==> src/hdl/auto_white_balance_gain_loop_assert.svh <==
// Assertion macros for the white balance gain loop.
`ifndef AUTO_WHITE_BALANCE_GAIN_LOOP_ASSERT_SVH
`define AUTO_WHITE_BALANCE_GAIN_LOOP_ASSERT_SVH

// Same-cycle implication, sampled on clk_i, quiet in reset.
`define AWB_ASSERT_NOW(label, ante, cons, msg) \
  label: assert property (@(posedge clk_i) disable iff (!rst_ni) (ante) |-> (cons)) \
    else $error(msg);

// Next-cycle implication, sampled on clk_i, quiet in reset.
`define AWB_ASSERT_NEXT(label, ante, cons, msg) \
  label: assert property (@(posedge clk_i) disable iff (!rst_ni) (ante) |=> (cons)) \
    else $error(msg);

`endif

==> src/hdl/awb_pkg.sv <==
// Types, constants and microcode ROM of the white balance gain loop.
package awb_pkg;

  localparam int CNT_W     = 22;
  localparam int SUM_W     = 32;
  localparam int GAIN_W    = 16;
  localparam int ACC_W     = 20;
  localparam int FRM_W     = 5;
  localparam int NUM_W     = 42;
  localparam int DEN_W     = 33;
  localparam int STEP_W    = 4;
  localparam int UPC_W     = 5;

  localparam logic [GAIN_W-1:0] UNITY_GAIN   = GAIN_W'(256);
  localparam logic [FRM_W-1:0]  FRAMES_RESET = FRM_W'(5);
  localparam logic [FRM_W-1:0]  MAX_FRAMES   = FRM_W'(16);

  typedef enum logic [3:0] {
    OP_NOP,
    OP_WAIT,
    OP_LOAD_R,
    OP_LOAD_B,
    OP_LOAD_AR,
    OP_LOAD_AB,
    OP_PREP,
    OP_DIV,
    OP_ACC_R,
    OP_ACC_B,
    OP_MIX_R,
    OP_MIX_B,
    OP_EMIT
  } op_e;

  typedef enum logic [2:0] {
    JC_NEXT,
    JC_GOTO,
    JC_NO_ITEM,
    JC_DIV_BUSY,
    JC_BELOW,
    JC_OUT_BUSY
  } cond_e;

  typedef struct packed {
    op_e              op;
    cond_e            cond;
    logic [UPC_W-1:0] target;
  } uctrl_t;

  typedef struct packed {
    logic load;
    logic prep;
    logic step;
  } div_ctrl_t;

  // microcode addresses that are jumped to
  localparam logic [UPC_W-1:0] A_WAIT   = UPC_W'(0);
  localparam logic [UPC_W-1:0] A_LOAD_R = UPC_W'(1);
  localparam logic [UPC_W-1:0] A_DIV_R  = UPC_W'(3);
  localparam logic [UPC_W-1:0] A_DIV_B  = UPC_W'(7);
  localparam logic [UPC_W-1:0] A_DIV_AR = UPC_W'(12);
  localparam logic [UPC_W-1:0] A_DIV_AB = UPC_W'(16);
  localparam logic [UPC_W-1:0] A_EMIT   = UPC_W'(18);

  function automatic uctrl_t uw(op_e o, cond_e c, logic [UPC_W-1:0] t);
    uctrl_t w;
    w.op     = o;
    w.cond   = c;
    w.target = t;
    return w;
  endfunction

  function automatic uctrl_t ucode(logic [UPC_W-1:0] a);
    uctrl_t w;
    unique case (a)
      5'd0:    w = uw(OP_WAIT,    JC_NO_ITEM,  A_WAIT);
      5'd1:    w = uw(OP_LOAD_R,  JC_NEXT,     A_WAIT);
      5'd2:    w = uw(OP_PREP,    JC_NEXT,     A_WAIT);
      5'd3:    w = uw(OP_DIV,     JC_DIV_BUSY, A_DIV_R);
      5'd4:    w = uw(OP_ACC_R,   JC_NEXT,     A_WAIT);
      5'd5:    w = uw(OP_LOAD_B,  JC_NEXT,     A_WAIT);
      5'd6:    w = uw(OP_PREP,    JC_NEXT,     A_WAIT);
      5'd7:    w = uw(OP_DIV,     JC_DIV_BUSY, A_DIV_B);
      5'd8:    w = uw(OP_ACC_B,   JC_NEXT,     A_WAIT);
      5'd9:    w = uw(OP_NOP,     JC_BELOW,    A_WAIT);
      5'd10:   w = uw(OP_LOAD_AR, JC_NEXT,     A_WAIT);
      5'd11:   w = uw(OP_PREP,    JC_NEXT,     A_WAIT);
      5'd12:   w = uw(OP_DIV,     JC_DIV_BUSY, A_DIV_AR);
      5'd13:   w = uw(OP_MIX_R,   JC_NEXT,     A_WAIT);
      5'd14:   w = uw(OP_LOAD_AB, JC_NEXT,     A_WAIT);
      5'd15:   w = uw(OP_PREP,    JC_NEXT,     A_WAIT);
      5'd16:   w = uw(OP_DIV,     JC_DIV_BUSY, A_DIV_AB);
      5'd17:   w = uw(OP_MIX_B,   JC_NEXT,     A_WAIT);
      5'd18:   w = uw(OP_EMIT,    JC_OUT_BUSY, A_EMIT);
      default: w = uw(OP_NOP,     JC_GOTO,     A_WAIT);
    endcase
    return w;
  endfunction

endpackage

==> src/hdl/awb_if.sv <==
// Channel interfaces: statistic in, gains out, configuration write.
interface awb_stat_if import awb_pkg::*; ();
  logic              valid;
  logic              ready;
  logic [CNT_W-1:0]  white_patch_count;
  logic [SUM_W-1:0]  red_sum;
  logic [SUM_W-1:0]  green_sum;
  logic [SUM_W-1:0]  blue_sum;

  modport source (output valid, white_patch_count, red_sum, green_sum, blue_sum,
                  input ready);
  modport sink   (input valid, white_patch_count, red_sum, green_sum, blue_sum,
                  output ready);
endinterface

interface awb_gain_if import awb_pkg::*; ();
  logic              valid;
  logic              ready;
  logic [GAIN_W-1:0] red_gain;
  logic [GAIN_W-1:0] blue_gain;

  modport source (output valid, red_gain, blue_gain, input ready);
  modport sink   (input valid, red_gain, blue_gain, output ready);
endinterface

interface awb_cfg_if import awb_pkg::*; ();
  logic             valid;
  logic             ready;
  logic [FRM_W-1:0] frames_per_update;

  modport source (output valid, frames_per_update, input ready);
  modport sink   (input valid, frames_per_update, output ready);
endinterface

==> src/hdl/awb_div.sv <==
// Restoring divider, one quotient bit per step, 16-bit saturating quotient.
module awb_div import awb_pkg::*; (
  input  logic              clk_i,
  input  logic              rst_ni,
  input  div_ctrl_t         ctrl_i,
  input  logic [NUM_W-1:0]  num_i,
  input  logic [DEN_W-1:0]  den_i,
  output logic [GAIN_W-1:0] quo_o,
  output logic              sat_o,
  output logic              busy_o
);

  logic [NUM_W-1:0]  num_q;
  logic [DEN_W-1:0]  den_q;
  logic [DEN_W-1:0]  rem_q;
  logic [GAIN_W-1:0] quo_q;
  logic              sat_q;
  logic [STEP_W-1:0] step_q;

  logic [GAIN_W-1:0] num_lo;
  logic [DEN_W:0]    trial;
  logic              fits;

  assign num_lo = num_q[GAIN_W-1:0];
  assign trial  = {rem_q, num_lo[step_q]};
  assign fits   = trial >= {1'b0, den_q};

  // quotient >= 2^16 exactly when the top part of the dividend reaches the divisor
  always_ff @(posedge clk_i or negedge rst_ni) begin
    if (!rst_ni) begin
      step_q <= '0;
      sat_q  <= 1'b0;
    end else if (ctrl_i.prep) begin
      step_q <= '1;
      sat_q  <= {7'b0, num_q[NUM_W-1:GAIN_W]} >= den_q;
    end else if (ctrl_i.step) begin
      step_q <= step_q - STEP_W'(1);
    end
  end

  always_ff @(posedge clk_i) begin
    if (ctrl_i.load) begin
      num_q <= num_i;
      den_q <= den_i;
    end
    if (ctrl_i.prep) begin
      rem_q <= {7'b0, num_q[NUM_W-1:GAIN_W]};
    end else if (ctrl_i.step) begin
      rem_q <= fits ? DEN_W'(trial - {1'b0, den_q}) : trial[DEN_W-1:0];
      quo_q <= {quo_q[GAIN_W-2:0], fits};
    end
  end

  assign quo_o  = sat_q ? '1 : quo_q;
  assign sat_o  = sat_q;
  assign busy_o = step_q != '0;

endmodule

==> src/hdl/auto_white_balance_gain_loop.sv <==
// Gray-world white balance gain loop: microcoded sequencer around a shared divider.
//
//  channel  dir  handshake      word
//  stat_i   in   valid/ready    white_patch_count, red_sum, green_sum, blue_sum
//  gain_o   out  valid/ready    red_gain, blue_gain
//  cfg_i    in   valid/ready    frames_per_update (ready always high)
//
// A rejected statistic (zero count, red or blue sum) is taken and dropped in the wait step.
// A valid statistic without an update takes two passes of the 16-step
// shared restoring divider plus 8 control steps.
// An update adds two averaging passes of the divider and the emit step,
// which waits while the output register has not drained.
// Reset puts gains at unity, clears the averages and sets frames_per_update to 5.
// A stalled output holds the sequencer at the emit step only.

`include "auto_white_balance_gain_loop_assert.svh"

module auto_white_balance_gain_loop import awb_pkg::*; (
  input  logic       clk_i,
  input  logic       rst_ni,
  awb_stat_if.sink   stat_i,
  awb_gain_if.source gain_o,
  awb_cfg_if.sink    cfg_i
);

  // sequencer
  logic [UPC_W-1:0]  upc_q, upc_d;
  uctrl_t            uw_c;
  logic              jump;

  // configuration and loop state
  logic [FRM_W-1:0]  frames_q;
  logic [FRM_W-1:0]  limit;
  logic [GAIN_W-1:0] cur_r_q, cur_b_q;
  logic [ACC_W-1:0]  acc_r_q, acc_b_q;
  logic [FRM_W-1:0]  cnt_q;

  // latched sums of the statistic in flight
  logic [SUM_W-1:0]  rs_q, gs_q, bs_q;

  // output register
  logic              out_valid_q;
  logic [GAIN_W-1:0] out_r_q, out_b_q;

  // divider
  div_ctrl_t         div_ctrl;
  logic [NUM_W-1:0]  div_num;
  logic [DEN_W-1:0]  div_den;
  logic [GAIN_W-1:0] div_quo;
  logic              div_sat;
  logic              div_busy;

  logic              item_ok;
  logic              emit_go;
  logic [GAIN_W:0]   mix_r, mix_b;

  assign uw_c = ucode(upc_q);

  assign item_ok = (stat_i.white_patch_count != '0) && (stat_i.red_sum != '0)
                   && (stat_i.blue_sum != '0);

  // setting of 0 behaves as 1, above the maximum as the maximum
  always_comb begin
    priority if (frames_q == '0) limit = FRM_W'(1);
    else if (frames_q > MAX_FRAMES) limit = MAX_FRAMES;
    else limit = frames_q;
  end

  assign emit_go = !out_valid_q || gain_o.ready;

  always_comb begin
    unique case (uw_c.cond)
      JC_NEXT:     jump = 1'b0;
      JC_GOTO:     jump = 1'b1;
      JC_NO_ITEM:  jump = !stat_i.valid || !item_ok;
      JC_DIV_BUSY: jump = div_busy;
      JC_BELOW:    jump = cnt_q < limit;
      JC_OUT_BUSY: jump = !emit_go;
      default:     jump = 1'b1;
    endcase
    upc_d = jump ? uw_c.target : upc_q + UPC_W'(1);
  end

  // divider operands: per-frame ratio is (512*G + D) / (2*D)
  always_comb begin
    div_ctrl.load = 1'b0;
    div_ctrl.prep = uw_c.op == OP_PREP;
    div_ctrl.step = uw_c.op == OP_DIV;
    div_num       = '0;
    div_den       = '0;
    unique case (uw_c.op)
      OP_LOAD_R: begin
        div_ctrl.load = 1'b1;
        div_num = {1'b0, gs_q, 9'b0} + {10'b0, rs_q};
        div_den = {rs_q, 1'b0};
      end
      OP_LOAD_B: begin
        div_ctrl.load = 1'b1;
        div_num = {1'b0, gs_q, 9'b0} + {10'b0, bs_q};
        div_den = {bs_q, 1'b0};
      end
      OP_LOAD_AR: begin
        div_ctrl.load = 1'b1;
        div_num = {{(NUM_W-ACC_W){1'b0}}, acc_r_q};
        div_den = {{(DEN_W-FRM_W){1'b0}}, cnt_q};
      end
      OP_LOAD_AB: begin
        div_ctrl.load = 1'b1;
        div_num = {{(NUM_W-ACC_W){1'b0}}, acc_b_q};
        div_den = {{(DEN_W-FRM_W){1'b0}}, cnt_q};
      end
      default: begin
        div_ctrl.load = 1'b0;
      end
    endcase
  end

  awb_div u_div (
    .clk_i  (clk_i),
    .rst_ni (rst_ni),
    .ctrl_i (div_ctrl),
    .num_i  (div_num),
    .den_i  (div_den),
    .quo_o  (div_quo),
    .sat_o  (div_sat),
    .busy_o (div_busy)
  );

  // halfway step toward the average, rounded up
  assign mix_r = {1'b0, cur_r_q} + {1'b0, div_quo} + (GAIN_W+1)'(1);
  assign mix_b = {1'b0, cur_b_q} + {1'b0, div_quo} + (GAIN_W+1)'(1);

  always_ff @(posedge clk_i or negedge rst_ni) begin
    if (!rst_ni) begin
      upc_q       <= A_WAIT;
      frames_q    <= FRAMES_RESET;
      cur_r_q     <= UNITY_GAIN;
      cur_b_q     <= UNITY_GAIN;
      acc_r_q     <= '0;
      acc_b_q     <= '0;
      cnt_q       <= '0;
      out_valid_q <= 1'b0;
    end else begin
      upc_q <= upc_d;
      if (cfg_i.valid) begin
        frames_q <= cfg_i.frames_per_update;
      end
      if (gain_o.ready) begin
        out_valid_q <= 1'b0;
      end
      unique case (uw_c.op)
        OP_ACC_R: acc_r_q <= acc_r_q + ACC_W'(div_quo);
        OP_ACC_B: begin
          acc_b_q <= acc_b_q + ACC_W'(div_quo);
          cnt_q   <= cnt_q + FRM_W'(1);
        end
        OP_MIX_R: cur_r_q <= mix_r[GAIN_W:1];
        OP_MIX_B: begin
          cur_b_q <= mix_b[GAIN_W:1];
          acc_r_q <= '0;
          acc_b_q <= '0;
          cnt_q   <= '0;
        end
        OP_EMIT: begin
          if (emit_go) out_valid_q <= 1'b1;
        end
        default: begin
          cnt_q <= cnt_q;
        end
      endcase
    end
  end

  always_ff @(posedge clk_i) begin
    if (stat_i.valid && stat_i.ready) begin
      rs_q <= stat_i.red_sum;
      gs_q <= stat_i.green_sum;
      bs_q <= stat_i.blue_sum;
    end
    if (uw_c.op == OP_EMIT && emit_go) begin
      out_r_q <= cur_r_q;
      out_b_q <= cur_b_q;
    end
  end

  assign stat_i.ready     = uw_c.op == OP_WAIT;
  assign cfg_i.ready      = 1'b1;
  assign gain_o.valid     = out_valid_q;
  assign gain_o.red_gain  = out_r_q;
  assign gain_o.blue_gain = out_b_q;

  // averaging count never runs past the largest window
  `AWB_ASSERT_NOW(a_cnt_range, 1'b1, cnt_q <= MAX_FRAMES, "frame count beyond window")
  // an average of 16-bit gains can never saturate the divider
  `AWB_ASSERT_NOW(a_avg_no_sat, uw_c.op == OP_MIX_R || uw_c.op == OP_MIX_B, !div_sat,
                  "averaging quotient saturated")
  // a new result only ever comes from the emit step
  `AWB_ASSERT_NEXT(a_emit_src, !out_valid_q && !(uw_c.op == OP_EMIT), !out_valid_q,
                   "output raised outside emit")

endmodule
==> src/flat_wrapper.sv <==
// flat-port wrapper written by rule: the top's interface ports become plain ports
module auto_white_balance_gain_loop_flat import awb_pkg::*;
  (clk_i, rst_ni, stat_i_valid, stat_i_white_patch_count, stat_i_red_sum, stat_i_green_sum, stat_i_blue_sum, stat_i_ready, gain_o_valid, gain_o_red_gain, gain_o_blue_gain, gain_o_ready, cfg_i_valid, cfg_i_frames_per_update, cfg_i_ready);
  awb_stat_if stat_i_i ();
  awb_gain_if gain_o_i ();
  awb_cfg_if cfg_i_i ();
  input  logic clk_i;
  input  logic rst_ni;
  input wire logic [$bits(stat_i_i.valid)-1:0] stat_i_valid;
  input wire logic [$bits(stat_i_i.white_patch_count)-1:0] stat_i_white_patch_count;
  input wire logic [$bits(stat_i_i.red_sum)-1:0] stat_i_red_sum;
  input wire logic [$bits(stat_i_i.green_sum)-1:0] stat_i_green_sum;
  input wire logic [$bits(stat_i_i.blue_sum)-1:0] stat_i_blue_sum;
  output wire logic [$bits(stat_i_i.ready)-1:0] stat_i_ready;
  output wire logic [$bits(gain_o_i.valid)-1:0] gain_o_valid;
  output wire logic [$bits(gain_o_i.red_gain)-1:0] gain_o_red_gain;
  output wire logic [$bits(gain_o_i.blue_gain)-1:0] gain_o_blue_gain;
  input wire logic [$bits(gain_o_i.ready)-1:0] gain_o_ready;
  input wire logic [$bits(cfg_i_i.valid)-1:0] cfg_i_valid;
  input wire logic [$bits(cfg_i_i.frames_per_update)-1:0] cfg_i_frames_per_update;
  output wire logic [$bits(cfg_i_i.ready)-1:0] cfg_i_ready;
  assign stat_i_i.valid = stat_i_valid;
  assign stat_i_i.white_patch_count = stat_i_white_patch_count;
  assign stat_i_i.red_sum = stat_i_red_sum;
  assign stat_i_i.green_sum = stat_i_green_sum;
  assign stat_i_i.blue_sum = stat_i_blue_sum;
  assign stat_i_ready = stat_i_i.ready;
  assign gain_o_valid = gain_o_i.valid;
  assign gain_o_red_gain = gain_o_i.red_gain;
  assign gain_o_blue_gain = gain_o_i.blue_gain;
  assign gain_o_i.ready = gain_o_ready;
  assign cfg_i_i.valid = cfg_i_valid;
  assign cfg_i_i.frames_per_update = cfg_i_frames_per_update;
  assign cfg_i_ready = cfg_i_i.ready;
  auto_white_balance_gain_loop u_core (.clk_i(clk_i), .rst_ni(rst_ni), .stat_i(stat_i_i), .gain_o(gain_o_i), .cfg_i(cfg_i_i));
endmodule
==> config.mk <==
export PLATFORM = sky130hd
export DESIGN_NAME = auto_white_balance_gain_loop_flat
export DESIGN_NICKNAME = d
export VERILOG_FILES = /design/src/hdl/awb_pkg.sv /design/src/hdl/awb_if.sv /design/src/hdl/awb_div.sv /design/src/hdl/auto_white_balance_gain_loop.sv /design/src/flat_wrapper.sv
export VERILOG_INCLUDE_DIRS = /design/src /design/src/hdl
export SDC_FILE = /design/constraint.sdc
export NUM_CORES = 1
export LEC_CHECK = 0
export BUFFER_PORTS_ARGS = -buffer_cell sky130_fd_sc_hd__buf_4
export CELL_PAD_IN_SITES_DETAIL_PLACEMENT = 0
export CELL_PAD_IN_SITES_GLOBAL_PLACEMENT = 2
export CORE_AREA = 5 5 238 298
export CTS_CLUSTER_SIZE = 25
export DETAILED_ROUTE_END_ITERATION = 8
export DIE_AREA = 0 0 243 303
export PLACE_DENSITY = 0.63
export SETUP_SLACK_MARGIN = 0.3
export SYNTH_ARGS = -nofsm -noshare
export SYNTH_HDL_FRONTEND = slang
export SYNTH_SLANG_ARGS = --single-unit
==> constraint.sdc <==
create_clock -name clk_i -period 7.5 [get_ports clk_i]
set_input_delay 0.75 -clock clk_i [delete_from_list [all_inputs] [get_ports clk_i]]
set_output_delay 0.75 -clock clk_i [all_outputs]
set_load 0.02 [all_outputs]
Word level (Yosys, flattened, before mapping) --
Memory sizes are Yosys's and may differ from the RTL's. Index checks and enable logic that the tools add are counted.
Cells by class: reduce and logical (&&, ||, !) cells 22, eq/ne operators 16, add/subtract/negate cells 12, mux-type cells 21, bitwise operators 1, $lt $le $gt $ge 5
Operators by type and width (count):
- one-hot mux 42 bit (4 select lines) | 1
- one-hot mux 33 bit (3 select lines) | 1
- adder 41 x 32 -> 42 bit | 2
- one-hot mux 20 bit (2 select lines) | 2
- nonzero test 32 bit | 2
- two-way mux 26 bit | 2
- adder 20 x 16 -> 20 bit | 2
- adder 16 x 16 -> 17 bit | 2
- adder 17 x 1 -> 17 bit (second input constant) | 2
- greater-or-equal comparator 34 x 33 -> 1 bit | 1
- greater-or-equal comparator 26 x 33 -> 1 bit | 1
- two-way mux 33 bit | 1
- subtractor 33 bit | 1
- nonzero test 22 bit | 1
- == test 4 bit (second input constant) | 5
- == test 4 x 3 -> 1 bit (second input constant) | 4
- two-way mux 16 bit | 1
- two-way mux 5 bit | 3
- adder 5 x 1 -> 5 bit (second input constant) | 2
- one-hot mux 5 bit (2 select lines) | 1
- == test 4 x 2 -> 1 bit (second input constant) | 2
- two-way mux 4 bit | 2
- == test 3 x 2 -> 1 bit (second input constant) | 2
- == test 3 bit (second input constant) | 2
- 19 further kinds | 32
Storage, ports and cells: logic and storage cells 98, memories kept 1, bits of input ports 128, ROM bits 384, register bits 345
Memory list:
- (name not given) | depth 32, width 12, rd ports 1, clocked after memory_dff 0, wr ports 0, RTL line awb_pkg.sv:74 | unique case (a)

Logic depth before layout (Yosys ltp) --
depth in word-level cells 7, mapped depth 21, gate-level depth less buffers 20

Cells and area by module --
Synthesis repeated with hierarchy kept, for this count alone.
Second synthesis, totals: cell total of the unflattened synthesis 1824, area total of the unflattened synthesis 20455.9 sq um
By module, submodules not included:
- auto_white_balance_gain_loop | area an instance 12866.1 sq um, times used 1, seq. area each 6050.8 sq um, cells each 1163
- awb_div | area an instance 7589.8 sq um, times used 1, seq. area each 3778.6 sq um, cells each 661

Worst setup path before layout --
Ideal clock, no wire load.
path kind register to register, start register u_core.upc_q[1], end register u_core.u_div.den_q[0], enable pin, cell stages (with the launch flop) 8, data required time 6983 ps, data arrival time 4815 ps, slack 2167 ps, library setup time 517 ps, path buffers 0, clock period less this slack 5333 ps, cells stage by stage dfrtp_1 -> inv_1 -> ha_1 -> mux2i_1 -> a211oi_1 -> a21oi_2 -> nand2_1 -> o21ai_1
RTL lines:
- start, declared | RTL line auto_white_balance_gain_loop.sv:27 | logic [UPC_W-1:0] upc_q, upc_d;
- start signal, assigned | RTL line auto_white_balance_gain_loop.sv:144 | upc_q <= upc_d;
- end signal, assigned | RTL line awb_div.sv:44 | den_q <= den_i;
- end, declared | RTL line awb_div.sv:14 | logic [DEN_W-1:0] den_q;

Worst setup path in the final report --
start register u_core.upc_q[1], end register u_core.u_div.num_q[37], data pin
On the way: cells in the longest elaborated chain, start to end 3
Ends and longest elaborated chain:
- memory read (32 x 12 bit) (*)
- == test 4 x 3 -> 1 bit or == test 4 x 2 -> 1 bit (tied branches) | RTL line auto_white_balance_gain_loop.sv:91 | unique case (uw_c.op)
- one-hot mux 42 bit (4 select lines) (*) | RTL line auto_white_balance_gain_loop.sv:91
- net u_core.div_num[37] | RTL line auto_white_balance_gain_loop.sv:47 | logic [NUM_W-1:0] div_num;
- end signal, assigned | RTL line awb_div.sv:43 | num_q <= num_i;
- end, declared | RTL line awb_div.sv:13 | logic [NUM_W-1:0] num_q;
Mark *: on every way through the listed nets, which the timed path passes. The rest lies on a longest branch. A chain may end at the register's enable or synchronous reset.

==> results.md <==
Timing:
- Setup repair after global routing left no endpoint under its margin.
- Setup violations remaining at the end of the flow were counted as 0.
- Clock skew on the completed layout was measured at about 0.025 ns.
- The minimum period implied by the final worst setup slack is 5.79 ns.
- Across all setup checks in the final design, the least slack found is roughly 1.7 ns.
- The number of hold-slack violations in the final timing report came to 0.
- The relative max-transition margin is 0.220.
- The worst hold margin is 0.229 ns.
- The number of slew-limit violations in the final report is 0.
- The transition at the pin with the smallest max-transition slack is 1.17 ns.
- Setup total negative slack on the finished layout was measured at 0 ns.
- The final cycle utilization of the critical path is 0.772.
- The highest clock frequency the design can meet is 173 MHz.

Setup path:
- Among cell families on the critical path, the largest total delay comes from compound AO/OA/AOI/OAI gates.
- Counting both buffers and inverters, the worst setup path holds a total of 3.
- STA classifies the critical path endpoint as a flip-flop.
- The data required time at the worst endpoint is 7.93 ns.
- For this design, the slowest cell found on the critical path is buf_4.
- The most numerous cell type found on the critical path is a211oi_1.
- The worst setup path is of the flip-flop to flip-flop kind.
- The number of cells on the worst reg-to-reg path is 21.
- The startpoint identified for the worst register-to-register timing path is u_core.upc_q[1].
- The most critical setup path has its endpoint at u_core.u_div.num_q[37].
- At the worst endpoint, the arrival time is 6.21 ns.
- The worst reg2reg path endpoint is u_core.u_div.num_q[37].
- The worst setup slack for register-to-register paths is approximately 1.7 ns.
- In this run the number of cells on the critical path is 21.
- The signal on the critical path passes through inv_1, ha_1, nor2_1, a211oi_1, a211oi_1, nor2_4, nor4_2, buf_4, mux2_1, ha_1, inv_1, fa_1, and2b_1, a221oi_2, o41ai_4, o21ai_2, o31ai_4, a211oi_1, o21ba_2, or3_1, a21oi_1.
- For this run, the slowest stage of the critical path takes roughly 0.53 ns.
- The worst setup path is launched from a flip-flop.
- The maximum fanout encountered on the critical timing path is 57.
- The startpoint of the most critical setup path is u_core.upc_q[1].

Power and ir drop:
- The sequential share of power is 0.285.
- The power dissipated by switching net loads is 5.86 mW.
- Of the total power, the clock network draws 0.168.
- For this design the ratio of total power to cell area is 552 nW/um^2.
- Of the total power, combinational logic draws 0.547.
- Internal power comes to around 7.3 mW.
- Of the total power, the share spent switching nets is 0.447.
- In this run the static leakage power is 9.79 nW.
- The worst-case IR drop observed on VDD is 0.000322 V.

Detailed routing:
- The mean routed wirelength per cell is 20.8 um.
- The count of antenna-violating nets left after detailed routing is 0.
- The per-cell via count in the routed design is ~5.0.
- The detailed-routing iteration count for the pre-antenna-repair pass is 6.
- For this run, design rule violations remaining after detail routing come to 0.
- The number of vias after detailed routing is 14819.
- The aggregate routed wire length is 61.1 mm.
- The DRC violation total after the first TritonRoute iteration is ~870.

Cells and area:
- The area of combinational cells with multiple inputs is 9730 sq um.
- The layout has slightly below 7000 filler cells.
- The antenna diode count is 0.
- Relative to the synthesized area, the layout overhead comes to 18.3%.
- The net total in the final layout is 2328.
- In the final layout, the share of cells above drive strength 1 is 0.154.
- The storage element area is 9830 sq um.

GRT:
- The number of antenna violations at the first check in global routing came to 1.
- After global routing the overflow that remains totals 0.
- Across every metal layer, demand over resource in global routing totals 0.161.
- Entering global routing, the biggest net connects 76 pins.
- The number of global-route vias before repair came to between 15000 and 20000.
- The first-pass GRT wire length is ~90 mm.

Yosys:
- The post-synthesis cell area is 20100 sq um.
- Of all flip-flops after synthesis, the portion carrying an async set or reset was 0.270.
- The synthesized area per cell is ~11 sq um.
- After synthesis, the share of cell area in mux cells is 0.0311.
- The distinct cell type count after synthesis is 91.
- The sequential fraction of the synthesis area is 0.490.
- Of the total synthesized cell area, the portion taken by full adders, half adders and majority gates is 0.106.
- The number of flops mapped to enable cells by yosys is 245.
- The compound-cell area share of the yosys netlist is 0.163.
- The most used flip-flop cell after synthesis is edfxtp_1.
- Of the total synthesized cell area, the portion taken by XOR and XNOR cells is 0.0467.
- The cell count after synthesis is 1873.
- The number of nets in the synthesized netlist is 2168.
- The flop and latch count out of synthesis is 345.
- The fraction of the mapped netlist area in simple logic gates is 0.135.
- The number of warnings issued by yosys is 0.
- The largest family of logic cells by synthesized area is compound AO/OA/AOI/OAI gates.

Placed design:
- The count of input and output buffers is 161.
- The worst-case setup slack after placement is between 1.5 and 2 ns.
- The routability congestion estimate from global placement is 0.819.
- The HPWL after detailed placement is 47.2 mm.

Floorplanning:
- The area of the core region is 67700 sq um.
- The die covers approximately 74000 sq um.
- The effective utilization at floorplan is 0.296.
- The total number of placement rows is roughly 110.
- The die is 303 um tall.
- Pin placement for this block handled roughly 160 I/O pins.
- The die outline width is between 200 and 250 um.

CTS:
- The post-CTS setup buffer count is 0.
- TritonCTS built the clock tree.
- After clock tree synthesis, the clock-pin slew on the worst setup and hold paths is 0.06 ns.
- In this run the clock root is driven by a clkbuf_16.
- Hold repair after CTS inserted 0 buffers.
- The clock latency at the later pin of the worst-skew pair is 0.58 ns.
- Clock tree synthesis found a total of between 300 and 400 sinks.
- The buffer depth of the longest clock path is 3.
- The number of resized instances in the post-cts repair step is 0.
- The number of buffers inserted during clock tree synthesis is 42.
- The H-tree was split into 2 levels.

Flow run:
- The tool flagged a number of max-cap violations equal to 0.

Run status:
- The run finished with clean final reports.

Worst hold path:
- In this run the worst hold path is classified as input pin to asynchronous set/reset pin.
## cell type report
cell class,count,share of cell area
Clock inverter,31,0.0174
Multi-Input combinational cell,1392,0.410
Sequential cell,345,0.414
Timing Repair Buffer,177,0.0560
Tap cell,872,0.0459
Clock buffer,47,0.0450
Inverter,75,0.0120
## worst reg2reg max path, delay by kind of cell, from the launching register on
kind                     cells  cell delay, ns
AO/OA/AOI/OAI                9            2.19
buffers and inverters        3            0.74
flip-flops                   1            0.46
AND/OR/NAND/NOR              5            1.04
multiplexers                 1            0.28
adder cells (fa/ha/maj)      3            0.93
## layer usage
| metal | vias up | track usage | share of wire |
|---|---|---|---|
| li1 | 7334 | - | - |
| met1 | 7187 | 0.190 | 0.41 |
| met2 | 216 | 0.306 | 0.54 |
| met3 | 80 | 0.0219 | 0.027 |
| met4 | 2 | 0.0428 | 0.025 |
| met5 | - | 0 | 0.00021 |
## power groups by stage
stage	Clock [mW]	Sequential (mW)	Combinational [mW]
floorplan	0	3.56	5.39
global placement	0	3.80	7.19
detailed placement	0	3.80	7.23
CTS	2.28	3.77	7.27
global route	2.35	3.82	8.03
finish	2.20	3.75	7.17
## through the flow
stage | cells | instance area, sq um | power, mW | util
6_report | 2939 | 23700 | 13.1 | 0.351
2_1_floorplan | 1873 | 20100 | 8.95 | -
3_3_place_gp | 2861 | 22300 | 11.0 | 0.329
4_1_cts | 2939 | 23700 | 13.3 | 0.351
3_5_place_dp | 2861 | 22300 | 11.0 | 0.329
5_1_grt | 2939 | 23700 | 14.2 | 0.351
## synth_stat cells (11+ instances only)
master / instances / area share
a211oi_1: 12 / 0.0045
a21o_1: 53 / 0.020
a21oi_1: 112 / 0.028
a22o_1: 40 / 0.017
a22oi_1: 11 / 0.0041
a31oi_1: 42 / 0.013
and3_1: 19 / 0.0059
buf_2: 19 / 0.0047
clkbuf_1: 39 / 0.0073
dfrtp_1: 89 / 0.11
edfxtp_1: 245 / 0.37
ha_1: 161 / 0.10
inv_1: 69 / 0.013
mux2_1: 22 / 0.012
mux2_2: 12 / 0.0067
mux2i_1: 15 / 0.0075
nand2_1: 192 / 0.036
nand2b_1: 21 / 0.0065
nand3_1: 41 / 0.010
nand4_1: 20 / 0.0062
nor2_1: 130 / 0.024
nor2b_1: 18 / 0.0056
nor3_1: 31 / 0.0077
nor4_1: 32 / 0.010
o21a_1: 13 / 0.0049
o21ai_0: 82 / 0.020
o21ai_1: 49 / 0.012
o21bai_1: 11 / 0.0041
or2_2: 19 / 0.0059
xnor2_1: 53 / 0.023
xor2_1: 54 / 0.024
## kinds of logic after synthesis
family / Yosys count
AOI/OAI and AO/OA: 499
xor gates and xnor gates: 107
adders and majority gates: 167
buffers and inverters: 136
DFF: 345
muxes: 53
other: 1
and+or+nand+nor: 565
## flip-flops by register name, indices dropped and copies added, names as in the netlist, 4 cells and up
name,count
u_core.gain_o.red_gain,16
u_core.cur_b_q,16
u_core.upc_q,5
u_core.u_div.quo_q,16
u_core.u_div.num_q,42
u_core.cnt_q,5
u_core.u_div.den_q,33
u_core.cur_r_q,16
u_core.u_div.step_q,4
u_core.frames_q,5
u_core.gs_q,32
u_core.gain_o.blue_gain,16
u_core.bs_q,32
u_core.acc_b_q,20
u_core.u_div.rem_q,33
u_core.rs_q,32
u_core.acc_r_q,20
## how the worst min path moves through the flow
stage	to	slack [ns]	cells past startpoint
2_1_floorplan	u_core.u_div.quo_q[10]	0.42	0
3_3_place_gp	u_core.u_div.quo_q[2]	0.43	0
3_5_place_dp	u_core.u_div.quo_q[10]	0.43	0
4_1_cts	u_core.gain_o.valid	0.22	1
5_1_grt	u_core.gain_o.valid	0.25	1
6_report	u_core.gain_o.valid	0.23	1
## cells in the final DEF (no fill, tap or decap), drive strengths merged, types with 11 or more instances in the layout
cell	instances
buf	177
or2	22
nor4	33
a21oi	115
clkbuf	47
inv	74
o21bai	11
a22o	40
nand4	20
mux2	34
a31oi	42
a211oi	12
nand2	193
a21o	53
dfrtp	89
nor2b	18
a22oi	11
nand2b	21
and3	19
edfxtp	245
o21ai	132
xor2	54
o21a	13
ha	161
xnor2	53
nand3	41
mux2i	15
clkinv	21
nor3	33
nor2	132
Power figures use the tool's default switching activity.
